===== config.mk =====
export PLATFORM = sky130hd
export DESIGN_NAME = position_history_ring_unit
export DESIGN_NICKNAME = d
export VERILOG_FILES = /design/src/rtl/core/phr_pkg.sv /design/src/rtl/core/phr_store.sv /design/src/rtl/core/position_history_ring_unit.sv
export SDC_FILE = /design/constraint.sdc
export NUM_CORES = 1
export LEC_CHECK = 0
export BUFFER_PORTS_ARGS = -buffer_cell sky130_fd_sc_hd__clkbuf_2
export CAP_MARGIN = 20
export CORE_MARGIN = 5
export CORE_UTILIZATION = 50
export CTS_BUF_LIST = sky130_fd_sc_hd__clkbuf_16
export CTS_CLUSTER_DIAMETER = 150
export CTS_CLUSTER_SIZE = 30
export DETAILED_ROUTE_END_ITERATION = 10
export GPL_ROUTABILITY_DRIVEN = 1
export PLACE_DENSITY = 0.66
export SYNTH_ARGS = -nofsm -noshare
export SYNTH_HDL_FRONTEND = slang
export SYNTH_SLANG_ARGS = --single-unit

===== constraint.sdc =====
create_clock -name clk -period 15.6 [get_ports clk]
set_input_delay 2.34 -clock clk [delete_from_list [all_inputs] [get_ports clk]]
set_output_delay 2.34 -clock clk [all_outputs]
set_load 0.02 [all_outputs]

===== src/rtl/core/phr_pkg.sv =====
// package for the position history ring: sizes, ring index helpers,
// operation codes and the entry write request shared by the top level and the store
// no dependencies
`timescale 1ns / 1ps

package phr_pkg;

  localparam int DEPTH   = 16;
  localparam int COORD_W = 16;
  localparam int IDX_W   = (DEPTH > 1) ? $clog2(DEPTH) : 1;

  typedef logic [IDX_W-1:0]          idx_t;
  typedef logic signed [COORD_W-1:0] coord_t;

  localparam idx_t LAST_IDX = idx_t'(DEPTH - 1);

  typedef enum logic [1:0] {
    FUNC_ADD  = 2'd0,
    FUNC_BACK = 2'd1,
    FUNC_FWD  = 2'd2,
    FUNC_NOP  = 2'd3
  } func_t;

  typedef struct packed {
    logic   we;
    idx_t   addr;
    coord_t x;
    coord_t y;
  } wr_req_t;

  function automatic idx_t ring_inc(input idx_t i);
    return (i == LAST_IDX) ? '0 : idx_t'(i + 1'b1);
  endfunction

  function automatic idx_t ring_dec(input idx_t i);
    return (i == '0) ? LAST_IDX : idx_t'(i - 1'b1);
  endfunction

endpackage


===== src/rtl/core/phr_store.sv =====
// entry store of the position history ring: one write port, one read port
// depends on phr_pkg
`timescale 1ns / 1ps

module phr_store (
  input  logic             clk,
  input  phr_pkg::wr_req_t wr,
  input  phr_pkg::idx_t    rd_addr,
  output phr_pkg::coord_t  rd_x,
  output phr_pkg::coord_t  rd_y
);
  import phr_pkg::*;

  coord_t entry_x_r [DEPTH];
  coord_t entry_y_r [DEPTH];

  always_ff @(posedge clk) begin
    if (wr.we) begin
      entry_x_r[wr.addr] <= wr.x;
      entry_y_r[wr.addr] <= wr.y;
    end
  end

  assign rd_x = entry_x_r[rd_addr];
  assign rd_y = entry_y_r[rd_addr];

endmodule


===== src/rtl/core/position_history_ring_unit.sv =====
// top level of the position history ring: pointer control and result register
// depends on phr_pkg and phr_store
`timescale 1ns / 1ps

// Back/forward history of (x,y) positions in a ring of DEPTH entries. An item
// (add, step back, step forward, or code 3 for a plain query) is taken at a rising
// edge where start is high and busy is low; busy is high during reset and until
// the first edge after it, so an item can enter every cycle. Its result shows
// on the out_ ports for one cycle, marked by out_valid, in the cycle after the
// item was taken. The rate is one item per cycle: head, tail, cursor and the full
// flag update together with at most one write into the entry register file. The
// receiver cannot stall the block, so every result must be taken in the cycle it is shown.
module position_history_ring_unit (
  input  logic                     clk,
  input  logic                     rst_n,
  input  logic                     start,
  output logic                     busy,
  input  logic [1:0]               in_func,
  input  logic signed [phr_pkg::COORD_W-1:0] in_pos_x,
  input  logic signed [phr_pkg::COORD_W-1:0] in_pos_y,
  output logic                     out_valid,
  output logic signed [phr_pkg::COORD_W-1:0] out_cur_x,
  output logic signed [phr_pkg::COORD_W-1:0] out_cur_y,
  output logic                     out_is_empty
);
  import phr_pkg::*;

  idx_t   head_r, head_nxt;
  idx_t   tail_r, tail_nxt;
  idx_t   cursor_r, cursor_nxt;
  logic   full_r, full_nxt;
  logic   busy_r;
  logic   valid_r;
  coord_t cur_x_r, cur_x_nxt;
  coord_t cur_y_r, cur_y_nxt;
  logic   empty_r, empty_nxt;

  logic    accept;
  logic    hist_empty;
  logic    dup;
  idx_t    slot;
  logic    slot_full;
  idx_t    fwd_idx;
  wr_req_t wr;
  coord_t  rd_x, rd_y;

  assign accept     = start && !busy_r;
  assign hist_empty = !full_r && (head_r == tail_r);
  // out regs always mirror the entry at the cursor when the history is not empty
  assign dup        = !hist_empty && (cur_x_r == in_pos_x) && (cur_y_r == in_pos_y);
  // an add truncates everything newer than the cursor
  assign slot       = hist_empty ? head_r : ring_inc(cursor_r);
  assign slot_full  = !hist_empty && (slot == tail_r);
  assign fwd_idx    = ring_inc(cursor_r);

  always_comb begin
    head_nxt   = head_r;
    tail_nxt   = tail_r;
    cursor_nxt = cursor_r;
    full_nxt   = full_r;
    wr.we      = 1'b0;
    wr.addr    = slot;
    wr.x       = in_pos_x;
    wr.y       = in_pos_y;
    if (accept) begin
      case (func_t'(in_func))
        FUNC_ADD: begin
          if (!dup) begin
            wr.we      = 1'b1;
            tail_nxt   = slot_full ? ring_inc(tail_r) : tail_r;
            cursor_nxt = slot;
            head_nxt   = ring_inc(slot);
            full_nxt   = (ring_inc(slot) == tail_nxt);
          end
        end
        FUNC_BACK: begin
          if (!hist_empty && (cursor_r != tail_r)) begin
            cursor_nxt = ring_dec(cursor_r);
          end
        end
        FUNC_FWD: begin
          if (!hist_empty && (fwd_idx != head_r)) begin
            cursor_nxt = fwd_idx;
          end
        end
        default: begin
        end
      endcase
    end
  end

  phr_store u_store (
    .clk     (clk),
    .wr      (wr),
    .rd_addr (cursor_nxt),
    .rd_x    (rd_x),
    .rd_y    (rd_y)
  );

  always_comb begin
    empty_nxt = !full_nxt && (head_nxt == tail_nxt);
    if (empty_nxt) begin
      cur_x_nxt = '0;
      cur_y_nxt = '0;
    end else if (wr.we) begin
      cur_x_nxt = in_pos_x;
      cur_y_nxt = in_pos_y;
    end else begin
      cur_x_nxt = rd_x;
      cur_y_nxt = rd_y;
    end
  end

  always_ff @(posedge clk) begin
    if (!rst_n) begin
      head_r   <= '0;
      tail_r   <= '0;
      cursor_r <= '0;
      full_r   <= 1'b0;
      busy_r   <= 1'b1;
      valid_r  <= 1'b0;
    end else begin
      head_r   <= head_nxt;
      tail_r   <= tail_nxt;
      cursor_r <= cursor_nxt;
      full_r   <= full_nxt;
      busy_r   <= 1'b0;
      valid_r  <= accept;
    end
  end

  always_ff @(posedge clk) begin
    if (accept) begin
      cur_x_r <= cur_x_nxt;
      cur_y_r <= cur_y_nxt;
      empty_r <= empty_nxt;
    end
  end

  assign busy         = busy_r;
  assign out_valid    = valid_r;
  assign out_cur_x    = cur_x_r;
  assign out_cur_y    = cur_y_r;
  assign out_is_empty = empty_r;

`ifndef NO_ASSERTIONS
  a_strobe_follows: assert property (@(posedge clk) disable iff (!rst_n)
    accept |=> out_valid)
    else $error("accepted item produced no result strobe");

  a_full_ptrs: assert property (@(posedge clk) disable iff (!rst_n)
    full_r |-> (head_r == tail_r))
    else $error("ring full with head and tail apart");

  a_empty_zero: assert property (@(posedge clk) disable iff (!rst_n)
    (out_valid && out_is_empty) |-> (out_cur_x == '0 && out_cur_y == '0))
    else $error("empty result with nonzero coordinates");

  a_add_nonempty: assert property (@(posedge clk) disable iff (!rst_n)
    (accept && func_t'(in_func) == FUNC_ADD) |=> !out_is_empty)
    else $error("history empty after add");

  a_empty_flag: assert property (@(posedge clk) disable iff (!rst_n)
    out_valid |-> (out_is_empty == (!full_r && head_r == tail_r)))
    else $error("empty flag disagrees with pointers");
`endif

endmodule

# Word-level counts from Yosys, hierarchy flattened
# Memories as Yosys holds them, arrays and structs flattened. A register that Yosys moved wholly into a read port is not among the register bits.
# Cells that the tools add are included.
dict set report totals {
  output_inout_bits 35
  in_bits 37
  mem_bits_rw 512
  regBits 16
  memories 2
  wordCells 66
}
dict set report classes {
  muxes 26
  n_reduce_logical 14
  eq_ne 13
  add_sub_neg 4
}
# name depth width read_ports rd_clocked_by_memory_dff wr line
set memory_table {}
lappend memory_table {u_store.entry_x_r 16 16 1 1 1 phr_store.sv:14} ;# coord_t entry_x_r [DEPTH];
lappend memory_table {u_store.entry_y_r 16 16 1 1 1 phr_store.sv:15} ;# coord_t entry_y_r [DEPTH];
# operator count
set ops {}
lappend ops {{4-bit two-way mux} 16}
lappend ops {{16-bit equality test} 2}
lappend ops {{4-bit equality test} 4}
lappend ops {{4-bit by 1-bit adder with 4-bit output, second input constant} 3}
lappend ops {{4-bit equality test, second input constant} 3}
lappend ops {{4-bit one-hot mux with 3 select lines} 1}
lappend ops {{1-bit two-way mux} 9}
lappend ops {{1-bit logical AND} 8}
lappend ops {{4-bit != test} 2}
lappend ops {{1-bit logical NOT} 4}
lappend ops {{4-bit logical NOT} 1}
lappend ops {{4-bit by 1-bit subtractor with 4-bit output, second input constant} 1}
lappend ops {{2-bit by 1-bit equality test with 1-bit output, second input constant} 1}
lappend ops {{2-bit equality test, second input constant} 1}
lappend ops {{2-bit logical NOT} 1}

# Longest topological paths before layout
# Gate-level depths: netlist of the first run.
dict set report logic_depth {
  word_depth 12
  depth_mapped 17
  mapped_depth_nobuf 14
}

# By module
# Synthesis of the first run repeated with hierarchy kept, for this count alone.
dict set report unflattened {
  hier_cells 1225
  hier_area_um2 22960.8
}
# module instances cells_per_inst area_per_inst_um2
set modules_own_cells {}
lappend modules_own_cells {phr_store 1 806 19194.7}
lappend modules_own_cells {position_history_ring_unit 1 419 3766.1}

# Worst setup path before layout of the first run
# OpenSTA, ideal clock, no wires.
dict set report synth_timing {
  path_type {in2reg}
  startpoint {input start}
  endpoint {memory u_store.entry_x_r[12][0] (netlist bit), enable pin}
  setup_time_ps 461
  path_stages 7
  n_path_buf 3
  arrival_time_ps 7248
  slack_ps 7891
  cell_sequence {nor2b_1 > and2_1 > clkbuf_1 > nand3_1 > clkbuf_1 > clkbuf_1 > nor3_1}
}
dict set report synth_between {
  elab_chain_len 4
}
# element line
set synth_lines {}
lappend synth_lines {{from (decl)} position_history_ring_unit.sv:16} ;# input logic start,
lappend synth_lines {{1-bit logical AND} position_history_ring_unit.sv:47} ;# assign accept = start && !busy_r;
lappend synth_lines {{1-bit two-way mux} position_history_ring_unit.sv:65} ;# if (accept) begin
lappend synth_lines {{1-bit two-way mux} phr_store.sv:18} ;# if (wr.we) begin
lappend synth_lines {{1-bit two-way mux (implied by the code)} phr_store.sv:19} ;# entry_x_r[wr.addr] <= wr.x;
lappend synth_lines {{to (decl)} phr_store.sv:14}
# Every way passes these cells.

# Worst setup path in the final report of the first run
dict set report layout_timing {
  startpoint {input in_pos_y[14] (netlist bit)}
  endpoint {register cur_y_r[8] (netlist: out_cur_y[8]), read port of u_store.entry_y_r (data pin)}
}
dict set report layout_between {
  elab_chain_len 7
}
# element line
set layout_lines {}
lappend layout_lines {{from (decl)} position_history_ring_unit.sv:20} ;# input logic signed [phr_pkg::COORD_W-1:0] in_pos_y,
lappend layout_lines {{16-bit equality test *} position_history_ring_unit.sv:50} ;# assign dup = !hist_empty && (cur_x_r == in_pos_x) && (cur_y_r == in_pos_y);
lappend layout_lines {{1-bit logical AND *} position_history_ring_unit.sv:50}
lappend layout_lines {{4-bit two-way mux or 1-bit two-way mux (tied branches)} position_history_ring_unit.sv:68} ;# if (!dup) begin
lappend layout_lines {{4-bit two-way mux or 1-bit two-way mux (tied branches)} position_history_ring_unit.sv:66} ;# case (func_t'(in_func))
lappend layout_lines {{4-bit two-way mux or 1-bit two-way mux (tied branches)} position_history_ring_unit.sv:65}
lappend layout_lines {{4-bit equality test or 1-bit logical NOT (tied branches)} position_history_ring_unit.sv:101} ;# empty_nxt = !full_nxt && (head_nxt == tail_nxt);
lappend layout_lines {{1-bit logical AND} position_history_ring_unit.sv:101}
lappend layout_lines {{to (decl)} position_history_ring_unit.sv:35} ;# coord_t cur_y_r, cur_y_nxt;
# Every way passes the cells marked *; elsewhere a longest branch is shown, timed or not.
# A chain may end at the register's enable or synchronous reset.

==> impl_metrics.ini, run 1 <==
[clock_tree]
postCtsSetupBuffers = 0
numClockSinks = 560
cts_hold_buf = 0
cts_tree = done
numCtsBuffers = 22
cts_root_buffer = clkbuf_16
cts.clk_slew.worst_paths_ns = 0.12
postCtsResizedCells = 0
cts_htree_levels = 1
cts_buffer_depth = 3
clk_latency_ns = 0.58

[synth]
synth_cell_types = 87
yosys_warnings = 0
synth_area_per_cell_sq_um = 14.3
ys_seq_area_share_pct = 69.8
syn_inst = 1668
synthFlopType = edfxtp_1
async_flop_share_pct = 0
synth_edf_count = 545
synthesis.nets = 1712
syn_area_sq_mm = 0.0239
ys_ff_latch = 560

[setup_path]
max_stage_delay_ns = 0.75
worst-path-max-fanout = 47
timing.rr.start = cursor_r[0]
cp-start-kind = input port
arrival_ns = 7.01
critPathTopFamily = simple AND/OR/NAND/NOR gates
required_ns = 15.93
rrSetupSlack_ns = 9.93
r2r_cells = 12
crit_buf_inv = 3
path_cells = clkbuf_2, xor2_1, nor4_2, nand4_2, nor4_1, o21ai_1, o211ai_4, buf_4, and2_1, buf_4, nand2_1, a211oi_1, nor4_2
slowest_stage = buf_4
cp-startpoint = in_pos_y[14]
cp-end-kind = flop
path_class = input port to flop
rr_endpoint = out_cur_y[8]

[cells_and_area]
final_common_cell = edfxtp_1
fin_util_pct = 53.4
drive_gt1_share_pct = 12.7
stdcell_count = 2324
nets = 1743
layout_common_cells = 545 x edfxtp_1, 279 x nand2_1, 113 x mux2i_1, 71 x clkbuf_2, 69 x nand3_1
areaGrowthSynthToFinish_pct = 6.19

[sta]
hold_viol = 0
rsz0062_at_grt = no
setup_viol = 0
fmax_mhz = 150
worst_pin_slew_ns = 1.11
slew_viol_final = 0
period_share_pct = 42.8
setup_tns_ns = 0
clock-skew-final_ns = 0.0177
finalCriticalPeriod_ns = 6.68
slew_headroom_pct = 25.9

[status]
status = complete, no violations

[routing]
dr_wl_met3_mm = 4.79
post-route-drc-count = 0
drt-total-wl_mm = 60.9
met1_length_mm = 25.5
drtAntennaViolNets = 0
wl_per_cell_um = 26.2
route.vias.total = 14400
routed.top_layer = met5
drtPass1Iterations = 6
dr_wl_met2_mm = 29.3
drtIter0Drc = 1724
avgViaCountPerCell = 6.20

[hold_path]
hold_end = head_r[1]
min_path_cells = 2
min-delay-path-class = flop to flop
hold_start = head_r[1]

[pwr]
swShare_pct = 21.6
power_density_mw_per_mm2 = 99.0
p_sw_uw = 542
p_comb_share_pct = 5.6
seqPwrFrac_pct = 66.4
p_leak_uw = 0.00858
power.share.clock_pct = 28.0
vdd_drop_max_uv = 69.1
p_int_uw = 1970

[placed_design]
placedCellCount = 2290
gp_congestion = 0.901
port_buffers = 71
place_hpwl_mm = 34.1

[floorplanning]
dieHeight_um = 229
num_rows = 80
initial_core_util_pct = 50.3
die_area_sq_mm = 0.0522
core-area_sq_mm = 0.0474
num_io_pins = 72
fp.dieW_um = 229

[job]
cap_violations = 0

[grt]
globalRouteTotalUtil_pct = 22.6
grt_max_degree = 58
grt_pass1_vias = 13900
grt_overflow_total = 0
grt_pass1_wl_mm = 90.5
antenna_found_initial = 2
[cell families after synthesis]
logic type                 Yosys count  synth area share [%]
adders and majority gates            7                 0.367
DFF                                560                  69.8
buffers and inverters              109                  2.93
AOI/OAI and AO/OA                  261                  8.08
and+or+nand+nor                    555                  11.6
muxes                              122                  5.16
xor gates and xnor gates            54                  2.04
[layer usage]
metal | GRT usage (%) | up-vias
met3 | 3.91 | 80
met2 | 36.9 | 609
li1 | - | 6358
met4 | 5.65 | 2
met5 | 0 | -
met1 | 32.0 | 7367
[Yosys cell counts (4+ instances only)]
cell type | n | area share [%]
buf_2 | 28 | 0.59
edfxtp_1 | 545 | 69
nor2_1 | 72 | 1.1
a31oi_1 | 15 | 0.39
a222oi_1 | 9 | 0.38
a211oi_1 | 14 | 0.44
dfxtp_1 | 15 | 1.3
a22oi_2 | 10 | 0.52
or3_1 | 4 | 0.10
o21ai_1 | 6 | 0.13
and3_1 | 7 | 0.18
clkbuf_1 | 21 | 0.33
buf_4 | 21 | 0.66
nor2b_1 | 8 | 0.21
nand4_1 | 5 | 0.13
mux2_1 | 4 | 0.19
a32oi_1 | 21 | 0.77
and2_1 | 23 | 0.60
mux2i_1 | 113 | 4.7
buf_6 | 22 | 1.0
a21oi_1 | 55 | 1.2
nand3_1 | 70 | 1.5
nor3_1 | 8 | 0.17
xor2_1 | 45 | 1.7
o31ai_1 | 4 | 0.13
o22ai_1 | 10 | 0.26
inv_1 | 13 | 0.20
o21ai_0 | 37 | 0.78
nand2_1 | 279 | 4.4
xnor2_1 | 7 | 0.26
or4_1 | 12 | 0.38
o211ai_1 | 6 | 0.19
a22o_1 | 10 | 0.37
o211a_1 | 22 | 0.92
ha_1 | 7 | 0.37
o21a_1 | 11 | 0.35
nor4_1 | 13 | 0.34
mux2_2 | 5 | 0.24
nor4_2 | 15 | 0.79
nor4b_2 | 9 | 0.57
[worst min-delay path, delay by kind of cell (launching register included)]
kind | cells | cell delay, ns
AOI/OAI and AO/OA | 1 | 0.06
and+or+nand+nor | 1 | 0.09
DFF | 1 | 0.40
[worst max-delay path by stage]
stage / slack [ns] / to / cells past startpoint
2_1_floorplan: 7.89 / u_store.entry_x_r[12][0] / 7
3_3_place_gp: 8.37 / out_cur_y[8] / 13
3_5_place_dp: 8.33 / out_cur_y[8] / 13
4_1_cts: 8.94 / out_cur_y[8] / 13
5_1_grt: 8.64 / out_cur_y[8] / 13
6_report: 8.92 / out_cur_y[8] / 13
[registers in the layout, indices dropped and copies added (netlist names)]
signal and count:
u_store.entry_x_r 256, u_store.entry_y_r 256, out_cur_x 16, out_cur_y 16
cursor_r 4, head_r 4, tail_r 4, busy 1
full_r 1, out_is_empty 1, out_valid 1
[per-stage QoR]
step / setup WS [ns] / power [uW] / hold slack, ns / area (sq um)
2_1_floorplan: 7.89 / 1780 / 0.493 / 23900
3_3_place_gp: 8.37 / 1840 / 0.535 / 24700
3_5_place_dp: 8.33 / 1840 / 0.565 / 24700
4_1_cts: 8.94 / 2520 / 0.580 / 25300
5_1_grt: 8.64 / 2590 / 0.620 / 25300
6_report: 8.92 / 2510 / 0.582 / 25400
[final cells by class]
type,count,area [sq um]
Antenna cell,2,5.00
Clock buffer,23,576
Clock inverter,9,41.3
Fill cell,3908,22100
Inverter,14,52.6
Multi-Input combinational cell,999,6650
Sequential cell,560,16700
Tap cell,615,769
Timing Repair Buffer,102,588
[power by group through the flow]
stage / Clock (uW) / Sequential [uW] / Combinational (uW)
floorplan: 0 / 1700 / 73.5
global placement: 0 / 1700 / 138
detailed placement: 0 / 1700 / 140
CTS: 716 / 1660 / 141
global route: 773 / 1670 / 151
finish: 703 / 1660 / 141
(Power assumes the default switching activity.)
==> run 2, diff against run 1 <==
==> constraint.sdc (replaced) <==
create_clock -name clk -period 6.7 [get_ports clk]
set_input_delay 1.005 -clock clk [delete_from_list [all_inputs] [get_ports clk]]
set_output_delay 1.005 -clock clk [all_outputs]
set_load 0.02 [all_outputs]
==> run 2 against run 1 <==
  * Critical path depth rose by 1
  * Total power rose by 130%
  * Non-clock buffer count is 4 higher
  * Clock skew grew 0.0078 ns
  * First-iteration DRC count is 14% lower
  * Routed wire length is 3.6% lower
  * Sequential power grew 130%
  * Worst setup slack worse by 7.6 ns
  * Utilization grew 0.18 points
  * Cell count is essentially flat
  * Largest power group unchanged
  * Highest routed layer is now met4
==> impl_metrics.ini, run 2 (synthesis results as in run 1) <==
[cells_and_area]
nets = 1747
final_common_cell = edfxtp_1
reg_top3 = u_store.entry_x_r x256, u_store.entry_y_r x256
layout_common_cells = 545 x edfxtp_1, 279 x nand2_1, 113 x mux2i_1, 71 x clkbuf_2, 69 x nand3_1
drive_gt1_share_pct = 12.9
areaGrowthSynthToFinish_pct = 6.55

[grt]
grt_overflow_total = 0
grt_max_degree = 72
grt_pass1_wl_mm = 87.9
globalRouteTotalUtil_pct = 21.8
antenna_found_initial = 1
grt_pass1_vias = 13800

[pwr]
total_power_uw = 5840
vdd_drop_max_uv = 297
power_density_mw_per_mm2 = 229
p_leak_uw = 0.00863

[setup_path]
required_ns = 7.11
cp-end-kind = flop
arrival_ns = 5.78
path_common_cell = mux2i_1
max_stage_delay_ns = 0.70
path_cells = xor2_2, nor2_1, nand2_2, mux2i_1, inv_1, ha_1, a41oi_1, a211oi_1, o21ai_0, mux2i_1, xnor2_1, a211o_1, inv_2, nor4b_2
cp-startpoint = head_r[3]
crit_buf_inv = 2
cp-start-kind = flop
timing.rr.start = head_r[3]
path_class = flop to flop
slowest_stage = nor2_1
critPathTopFamily = simple AND/OR/NAND/NOR gates
worst-path-max-fanout = 13

[sta]
finalCriticalPeriod_ns = 5.37
hold_viol = 0
setup_viol = 0
clock-skew-final_ns = 0.0255
rsz0062_at_grt = no
setup_tns_ns = 0
slew_headroom_pct = 25.0
worst_pin_slew_ns = 1.12
slew_viol_final = 0
period_share_pct = 80.2
fmax_mhz = 186

[clock_tree]
cts_htree_levels = 1
numClockSinks = 560
cts_buffer_depth = 3
clk_latency_ns = 0.58
cts_hold_buf = 0
cts.clk_slew.worst_paths_ns = 0.10
postCtsResizedCells = 0
postCtsSetupBuffers = 0
cts_tree = done
cts_root_buffer = clkbuf_16
numCtsBuffers = 22

[status]
status = complete, no violations

[floorplanning]
initial_core_util_pct = 50.3
num_rows = 80
dieHeight_um = 229
core-area_sq_mm = 0.0474
fp.dieW_um = 229
num_io_pins = 72
die_area_sq_mm = 0.0522

[routing]
wl_per_cell_um = 25.2
route.vias.total = 14200
drtIter0Drc = 1488
drt-total-wl_mm = 58.7
post-route-drc-count = 0
drtAntennaViolNets = 0
drtPass1Iterations = 7
avgViaCountPerCell = 6.09

[placed_design]
place_hpwl_mm = 35.0
gp_congestion = 0.887
port_buffers = 71

[hold_path]
min-delay-path-class = flop to flop
hold_start = full_r

[job]
cap_violations = 0
-- run 2: changes by cell type in the layout (fill, tap and decap cells not counted) --
cell,change
buf_12,+5
clkinvlp_4,-2
buf_4,-1
diode_2,-1
inv_8,+1
-- run 2: worst min-delay path, delay by kind of cell (launching register included) --
family | cells | cell delay, ns
flops | 1 | 0.36
compound gates | 1 | 0.14
simple gates | 1 | 0.05
-- run 2: layer usage --
metal / share of wire (%) / wire (um) / track usage, % / up-vias
met1: 43 / 25200 / 31.4 / 7177
met4: 1.7 / 1030 / 4.39 / 0
met5: 0 / 0 / 0 / -
met3: 7.1 / 4170 / 2.97 / 65
met2: 48 / 28300 / 36.2 / 551
li1: - / - / - / 6373
-- run 2: metrics by stage --
step	hold WS (ns)	setup WS [ns]	area [sq um]	instances	util, %
CTS	0.569	1.32	25400	2322	53.5
detailed placement	0.555	1.13	24800	2291	52.2
finish	0.574	1.33	25400	2326	53.6
global route	0.613	0.842	25400	2325	53.6
global placement	0.548	1.35	24800	2291	52.2
floorplan	0.493	0.326	23900	1668	-
-- run 2: final cells by class --
type / count / area (sq um)
repair buffers: 106 / 681
diodes: 1 / 2.50
well taps: 615 / 769
clock inverters: 8 / 37.5
inverters: 14 / 52.6
fillers: 3875 / 22000
multi-input cells: 999 / 6650
flip-flops and latches: 560 / 16700
clock buffers: 23 / 576
-- run 2: final timing paths --
kind | to | slack, ns | cells after the start
worst max-delay path | out_cur_x[12] | 1.33 | 14
worst min-delay path | full_r | 0.57 | 2
worst max register to register | out_cur_x[12] | 1.33 | 14
worst min register to register | full_r | 0.57 | 2
-- run 2: report_power, final --
part | total, uW | switching [uW] | internal, uW | leakage, uW
Clock | 1630 | 1010 | 630 | 0.000327
Sequential | 3880 | 17.6 | 3860 | 0.00504
Combinational | 324 | 230 | 93.5 | 0.00326
==> run 3, diff against run 2 <==
==> constraint.sdc (replaced) <==
create_clock -name clk -period 5.3 [get_ports clk]
set_input_delay 0.795 -clock clk [delete_from_list [all_inputs] [get_ports clk]]
set_output_delay 0.795 -clock clk [all_outputs]
set_load 0.02 [all_outputs]
==> run 3 against run 2 <==
  * Sequential share of layout area fell by 1.1 points
  * Highest routed layer is now met5
  * Sequential power rose by 26%
  * Worst setup slack got worse by 0.71 ns
  * Maximum frequency rose by 15%
  * Total power rose by 27%
  * Die area did not move
  * Count of clock-buffer cells in the layout fell by 1
  * Largest cell class unchanged
  * Clock power rose by 27%
==> impl_metrics.ini, run 3 (synthesis results as in run 1) <==
[status]
status = complete, no violations

[placed_design]
placedCellCount = 2332
gp_congestion = 0.880
place_hpwl_mm = 37.4
port_buffers = 71
placed_area_sq_mm = 0.0253

[clock_tree]
cts_buffer_depth = 3
cts_htree_levels = 1
numClockSinks = 560
cts_hold_buf = 0
cts.clk_slew.worst_paths_ns = 0.12
numCtsBuffers = 22
postCtsResizedCells = 0
cts_tree = done
postCtsSetupBuffers = 0
clk_latency_ns = 0.59
cts_root_buffer = clkbuf_16

[sta]
rsz0062_at_grt = no
worst_pin_slew_ns = 0.740
slew_viol_final = 0
clock-skew-final_ns = 0.0221
setup_viol = 0
slew_headroom_pct = 50.5
setup_tns_ns = 0
finalCriticalPeriod_ns = 4.68
hold_viol = 0
fmax_mhz = 214
period_share_pct = 88.3

[routing]
drt-total-wl_mm = 61.5
route.vias.total = 14600
drtIter0Drc = 1694
avgViaCountPerCell = 6.16
post-route-drc-count = 0
drtPass1Iterations = 5
drtAntennaViolNets = 0
wl_per_cell_um = 26.0

[cells_and_area]
final_common_cell = edfxtp_1
layout_common_cells = 545 x edfxtp_1, 279 x nand2_1, 113 x mux2i_1, 71 x clkbuf_2, 69 x nand3_1
areaGrowthSynthToFinish_pct = 8.31
nets = 1785
stdcell_count = 2364
drive_gt1_share_pct = 14.8
final_area_sq_mm = 0.0259
reg_top3 = u_store.entry_x_r x256, u_store.entry_y_r x256

[grt]
grt_pass1_wl_mm = 92.0
grt_max_degree = 41
globalRouteTotalUtil_pct = 23.0
grt_pass1_vias = 14400
antenna_found_initial = 2
grt_overflow_total = 0

[setup_path]
timing.rr.start = cursor_r[0]
slowest_stage = dfxtp_1
path_class = flop to flop
cp-end-kind = flop
path_cells = inv_1, ha_1, xor2_1, a221oi_2, nand3b_1, o2111a_1, o211ai_1, o31a_2, or2_1, o21ai_0, or4_1, o211a_1
cp-start-kind = flop
worst-path-max-fanout = 14
r2r_cells = 12
cp-startpoint = cursor_r[0]
rrSetupSlack_ns = 0.62
max_stage_delay_ns = 0.67
required_ns = 5.65
rr_endpoint = out_cur_y[10]
arrival_ns = 5.03

[pwr]
vdd_drop_max_uv = 206
p_leak_uw = 0.00883
power_density_mw_per_mm2 = 286
total_power_uw = 7410

[floorplanning]
num_io_pins = 72
fp.dieW_um = 229
dieHeight_um = 229
num_rows = 80
core-area_sq_mm = 0.0474
die_area_sq_mm = 0.0522
initial_core_util_pct = 50.3

[hold_path]
hold_end = u_store.entry_y_r[10][13]
hold_start = in_pos_y[13]
min-delay-path-class = input port to flop
min_path_cells = 1

[job]
cap_violations = 0
-- run 3: worst max-delay path by stage --
| stage | to | slack (ns) | cells past startpoint |
|---|---|---|---|
| 2_1_floorplan | u_store.entry_x_r[10][0] | 0.09 | 6 |
| 3_3_place_gp | out_cur_y[10] | 0.56 | 12 |
| 3_5_place_dp | out_cur_y[11] | 0.44 | 12 |
| 4_1_cts | out_cur_y[10] | 0.74 | 12 |
| 5_1_grt | out_cur_x[1] | 0.49 | 12 |
| 6_report | out_cur_y[10] | 0.62 | 12 |
-- run 3: layout make-up --
cell class / count / area [sq um]
Antenna cell: 1 / 2.50
Fill cell: 3838 / 21600
Tap cell: 615 / 769
Clock buffer: 22 / 551
Timing Repair Buffer: 144 / 1100
Inverter: 14 / 52.6
Multi-Input combinational cell: 999 / 6660
Sequential cell: 560 / 16700
Clock inverter: 9 / 53.8
-- run 3: metal layers --
layer	vias to the layer above	track usage, %	wire (um)
met5	-	0	17
met4	2	6.37	1580
met3	100	3.45	4830
met2	688	38.7	30200
met1	7326	31.6	24900
li1	6445	-	-
-- run 3: critical path: cells and delay by family (launching register included) --
kind,cells,cell delay [ns]
AOI/OAI and AO/OA,6,1.71
and+or+nand+nor,3,1.30
DFF,1,0.67
adders and majority gates,1,0.43
xor gates and xnor gates,1,0.19
buffers and inverters,1,0.14
-- run 3: power breakdown --
part / total [uW] / leakage, uW / internal, uW / switching [uW]
Sequential: 4900 / 0.00504 / 4880 / 21.3
Combinational: 440 / 0.00347 / 132 / 308
Clock: 2070 / 0.000321 / 771 / 1300
-- run 3: metrics by stage --
step	setup slack (ns)	util, %	hold slack (ns)
floorplan	0.0933	-	0.493
global placement	0.558	53.2	0.545
detailed placement	0.438	53.2	0.542
CTS	0.739	54.5	0.445
global route	0.487	54.5	0.446
finish	0.619	54.5	0.462
